$ cat src/design/bps_pkg.sv
// Shared types, constants and arithmetic helpers of the bilinear plane scaler.
package bps_pkg;

	localparam int FRAC_BITS  = 8;
	localparam int FRAC_ONE   = 1 << FRAC_BITS;
	localparam int FRAC_HALF  = FRAC_ONE / 2;
	localparam int NUM_W      = 30;
	localparam int DEN_W      = 14;
	localparam int REM_W      = 13;
	localparam int DIV_STAGES = NUM_W;
	localparam int QDEPTH     = 4;
	localparam int QPTR_W     = 2;
	localparam int QCNT_W     = 3;

	// Register indexes on the configuration port
	localparam logic [2:0] REG_SRC_WIDTH  = 3'd0;
	localparam logic [2:0] REG_SRC_HEIGHT = 3'd1;
	localparam logic [2:0] REG_DST_WIDTH  = 3'd2;
	localparam logic [2:0] REG_DST_HEIGHT = 3'd3;
	localparam logic [2:0] REG_CHANNELS   = 3'd4;

	// Operation codes
	localparam logic OP_WRITE   = 1'b0;
	localparam logic OP_REQUEST = 1'b1;

	typedef struct packed {
		logic [9:0]  src_width;
		logic [9:0]  src_height;
		logic [12:0] dst_width;
		logic [12:0] dst_height;
		logic [1:0]  channels;
	} cfg_t;

	// One axis of the divider: numerator shifting out, quotient shifting in
	typedef struct packed {
		logic [NUM_W-1:0] nq;
		logic [REM_W-1:0] rem;
		logic [DEN_W-1:0] den;
	} div_lane_t;

	// Side information carried alongside the division
	typedef struct packed {
		logic        is_write;
		logic        pass;
		logic        ch;
		logic [12:0] row;
		logic [12:0] off;
		logic        ok;
		logic [7:0]  sample;
	} info_t;

	// Work item handed from the front to the back
	typedef struct packed {
		logic        is_write;
		logic        pass;
		logic [3:0]  tap_ok;
		logic [12:0] row0;
		logic [12:0] row1;
		logic [12:0] off0;
		logic [12:0] off1;
		logic [7:0]  sample;
		logic [7:0]  fx;
		logic [7:0]  fy;
	} work_t;

	// One restoring division step
	function automatic div_lane_t div_step(input div_lane_t d);
		logic [DEN_W-1:0] trial;
		logic             ge;
		div_lane_t        r;
		trial = {d.rem, d.nq[NUM_W-1]};
		ge = (trial >= d.den);
		r.den = d.den;
		r.rem = ge ? REM_W'(trial - d.den) : trial[REM_W-1:0];
		r.nq = {d.nq[NUM_W-2:0], ge};
		return r;
	endfunction

	// (a*(256-f) + b*f) >> 8
	function automatic logic [7:0] lerp8(input logic [7:0] a, input logic [7:0] b,
		input logic [7:0] f);
		logic [16:0] acc;
		logic [8:0]  nf;
		nf = 9'(FRAC_ONE) - {1'b0, f};
		acc = 17'(a) * 17'(nf) + 17'(b) * 17'(f);
		return acc[15:8];
	endfunction

endpackage

$ cat src/design/bps_fifo.sv
// Short work queue between the front end and the back end.
module bps_fifo (
	input  logic           clk,
	input  logic           arst_n,
	input  logic           push,
	input  bps_pkg::work_t din,
	input  logic           pop,
	output bps_pkg::work_t dout,
	output logic           empty,
	output logic           full
);
	import bps_pkg::*;

	work_t             mem_q [QDEPTH];
	logic [QPTR_W-1:0] wp_q, rp_q;
	logic [QCNT_W-1:0] cnt_q;

	assign empty = (cnt_q == '0);
	assign full  = (cnt_q == QCNT_W'(QDEPTH));
	assign dout  = mem_q[rp_q];

	// Pointers and occupancy
	always_ff @(posedge clk or negedge arst_n) begin
		if (!arst_n) begin
			wp_q  <= '0;
			rp_q  <= '0;
			cnt_q <= '0;
		end else begin
			if (push) begin
				wp_q <= wp_q + QPTR_W'(1);
			end
			if (pop) begin
				rp_q <= rp_q + QPTR_W'(1);
			end
			if (push && !pop) begin
				cnt_q <= cnt_q + QCNT_W'(1);
			end else if (pop && !push) begin
				cnt_q <= cnt_q - QCNT_W'(1);
			end
		end
	end

	always_ff @(posedge clk) begin
		if (push) begin
			mem_q[wp_q] <= din;
		end
	end

endmodule

$ cat config.mk
export PLATFORM = sky130hd
export DESIGN_NAME = bps_fifo
export DESIGN_NICKNAME = d
export VERILOG_FILES = /design/src/design/bps_pkg.sv /design/src/design/bps_fifo.sv
export SDC_FILE = /design/constraint.sdc
export NUM_CORES = 1
export LEC_CHECK = 0
export ABC_AREA = 1
export ABC_CLOCK_PERIOD_IN_PS = 3000
export BUFFER_PORTS_ARGS = -buffer_cell sky130_fd_sc_hd__buf_2
export CORE_ASPECT_RATIO = 0.9
export CORE_MARGIN = 3
export CORE_UTILIZATION = 55
export CTS_CLUSTER_DIAMETER = 150
export DETAILED_ROUTE_END_ITERATION = 12
export GPL_ROUTABILITY_DRIVEN = 1
export PLACE_DENSITY = 0.85
export SKIP_CTS_REPAIR_TIMING = 1
export SLEW_MARGIN = 20
export SYNTH_ARGS = -nofsm -noshare
export SYNTH_HDL_FRONTEND = slang
export SYNTH_SLANG_ARGS = --single-unit
$ cat constraint.sdc
create_clock -name clk -period 3 [get_ports clk]
set_input_delay 0 -clock clk [delete_from_list [all_inputs] [get_ports clk]]
set_output_delay 0 -clock clk [all_outputs]
set_load 0.05 [all_outputs]
==> impl_results.md <==
- Post-Syn Instances: 1005
- Slew HR: 46.9%
- Worst setup path startpoint: rp_q[0]
- # diodes: 0
- Comb pwr share: 43.1%
- Die X: 171 µm
- Detailed-route vias per instance: 5.37
- CTS Root Cell: clkbuf_16
- Family with the most delay on the worst path: flip-flops
- Reg-to-Reg End: mem_q[3][39]
- Die ar.: 0.0265 mm²
- CTS sink count: 335
- Max Fclk: 0.393 GHz
- Fin worst setup slack: 0.456 ns
- RSZ-0062 raised after global routing: no
- Synth warnings: 0
- All-Layer GR Usage: 19.5%
- Worst Skew: 0.0117 ns
- Total global routing overflow: 0
- Worst skew pair latency: 0.54 ns
- WP data required: 3.00 ns
- Hold WS: 0.217 ns
- Drc violations: 0
- Cell taking the most area after synthesis: edfxtp_1
- R2R depth: 4
- WP data arrival: 2.54 ns
- Flop2flop setup slack: 1.05 ns
- Hold Vio Cnt, Final: 0
- PortBufs: 169
- Crit path kind: reg2out
- Switching portion of total power: 44.2%
- Total of max-cap violations: 0
- Worst hold start: din[61]
- Ratio of cells with drive above 1 in the final layout: 18.1%
- CP peak stage delay: 0.94 ns
- Hold Path Class: in2reg
- Total power: 18.0 mW
- CORE AREA: 0.0237 mm²
- Fin crit share: 84.8%
- P_int: 10.1 mW
- Final HPWL DP: 16300 µm
- CTS H-Tree Depth: 1
- Fin crit period: 2.54 ns
- Worst-margin pin slew: 0.796 ns
- Die Y: 155 µm
- WHS Path Cells: 2
- Post-placement cell count: 1435
- Clock share of power: 20.4%
- Pwr/cell area: 1110 mW/mm²
- Hold Crit Endpoint: mem_q[2][61]
- CP startpoint kind: register
- Worst-path cell chain: buf_4 -> o211ai_1 -> nand2_1 -> buf_2
- Endpoints failing setup: 0
- Drt first pass iters: 5
- DP Worst Slack: 1.05 ns
- Layout Cells excl Fill: 1571
- Net load switching power: 7.96 mW
- CTS Buffer Depth: 3
- Worst R2R Start: wp_q[0]
- Outcome: finished, final reports clean
- Number of global-route vias before repair: 7793
- Slowest CP cell: dfrtp_4
- Post-synthesis cell area: 0.0135 mm²
- CP Max Fanout: 74
- Synth Area per Inst: 13.5 µm²
- WL/cell: 17.9 µm
- Ports: 170
- #FFs+latches synth: 335
- Slew Limit Fails: 0
- Filler cells: 1570
- Initial Util: 57.0%
- Rows: 53
- Maximum vdd drop: 0.980 mV
- CTS clk-pin slew, worst paths: 0.06 ns
- Crit end category: primary output
- CTS tree: built
- Area growth syn-to-layout: 20.3%
- Synth area leaders: edfxtp_1 (73%), o211ai_1 (9.1%), nand2_1 (7.2%)
- Sequential share of the synthesized area: 74.1%
- Final instance area: 0.0163 mm²
- Vias: 8431
- Initial antenna violation count: 0
- DRT iter0 DRCs: 793
- Final wirelength: 28100 µm
- Total negative slack: 0 ns
- First-pass GRT wire length: 40500 µm
- WP buf/inv: 2
- Final GP Congestion: 0.737
- TritonCTS Buffers: 31
- ANT nets after route: 0
- Synth top area share: 72.8%
- Cell area after placement: 0.0145 mm²
- Layout Utilization: 68.5%
- Leak Pwr: 6.57 nW
- Part of the power in registers: 36.5%
- Synth cell types: 16
- # nets final: 1344
- Largest net degree at the start of global routing: 83
- Syn_nets: 1097
[sequential cells by signal, indices dropped and copies added, names as in the netlist]
register / cells
wp_q: 2
cnt_q: 3
rp_q: 2
mem_q: 328
[cell usage after synthesis, drive strengths merged]
cell type and instances:
fa 1, clkbuf 2, nand2 259, edfxtp 328, buf 54, o21ai 1
ha 5, dfrtp 7, inv 176, xnor2 1, o211ai 164, xor2 3
nor3 2, nand3 1, nand4 1
[power by group through the flow]
stage,clock network [mW],registers (mW),logic (mW)
global placement,0,6.61,7.54
floorplan,0,6.43,6.31
detailed placement,0,6.66,7.67
CTS,3.72,6.57,7.70
global route,3.93,6.66,8.32
finish,3.67,6.57,7.77
[worst max path at each step]
stage | to | slack, ns | depth (start not counted)
2_1_floorplan | mem_q[2][0] | 0.30 | 4
3_3_place_gp | mem_q[3][25] | 1.08 | 4
3_5_place_dp | dout[52] | 1.05 | 4
4_1_cts | dout[50] | 0.46 | 4
5_1_grt | dout[50] | 0.30 | 4
6_report | dout[23] | 0.46 | 4
[worst reg2reg max path: stages (launching register included)]
cell and delay (ns):
dfrtp_1 0.42, ha_1 0.21, nand2_1 0.07, clkinv_2 0.51, buf_4 0.47
[final cells by class]
class | count | area (µm²) | area share [%]
clock buffers | 37 | 798 | 4.91
flip-flops and latches | 335 | 10000 | 61.7
multi-input cells | 438 | 2350 | 14.4
repair buffers | 270 | 1910 | 11.7
well taps | 302 | 378 | 2.32
inverters | 176 | 666 | 4.09
clock inverters | 13 | 134 | 0.823
[placed cells by master (no fill, tap or decap)]
| cell | Yosys | final |
|---|---|---|
| dfrtp_1 | 7 | 5 |
| buf_4 | 0 | 8 |
| inv_2 | 0 | 1 |
| bufinv_16 | 0 | 3 |
| o211ai_1 | 164 | 164 |
| clkbuf_1 | 2 | 6 |
| buf_2 | 20 | 169 |
| dlygate4sd3_1 | 0 | 86 |
| nand4_1 | 1 | 1 |
| clkinv_1 | 0 | 5 |
| inv_1 | 176 | 171 |
| ha_1 | 5 | 5 |
| xnor2_1 | 1 | 1 |
| nand3_1 | 1 | 1 |
| buf_12 | 0 | 7 |
| fa_1 | 1 | 1 |
| edfxtp_1 | 328 | 328 |
| o21ai_1 | 1 | 1 |
| clkinv_2 | 0 | 9 |
| clkbuf_16 | 0 | 31 |
| dfrtp_4 | 0 | 2 |
| nor3_1 | 2 | 2 |
| xor2_1 | 3 | 3 |
| nand2_1 | 259 | 259 |
[layer usage]
layer | global-route usage (%) | up-vias | share of wire, %
met5 | 0 | - | 0
met2 | 31.8 | 361 | 50
met1 | 26.3 | 4023 | 40
met3 | 3.30 | 68 | 7.0
li1 | - | 3979 | -
met4 | 8.05 | 0 | 3.2
[cell families (layout without fill, tap and decap cells)]
family,Yosys count,in the layout,synth area share (%)
flip-flops,335,335,74.1
AND/OR/NAND/NOR,263,263,7.35
buffers and inverters,232,496,8.51
AO/OA/AOI/OAI,165,165,9.14
adder cells (fa/ha/maj),6,6,0.611
XOR/XNOR,4,4,0.259
No activity file was read; power rests on OpenSTA's default activity.
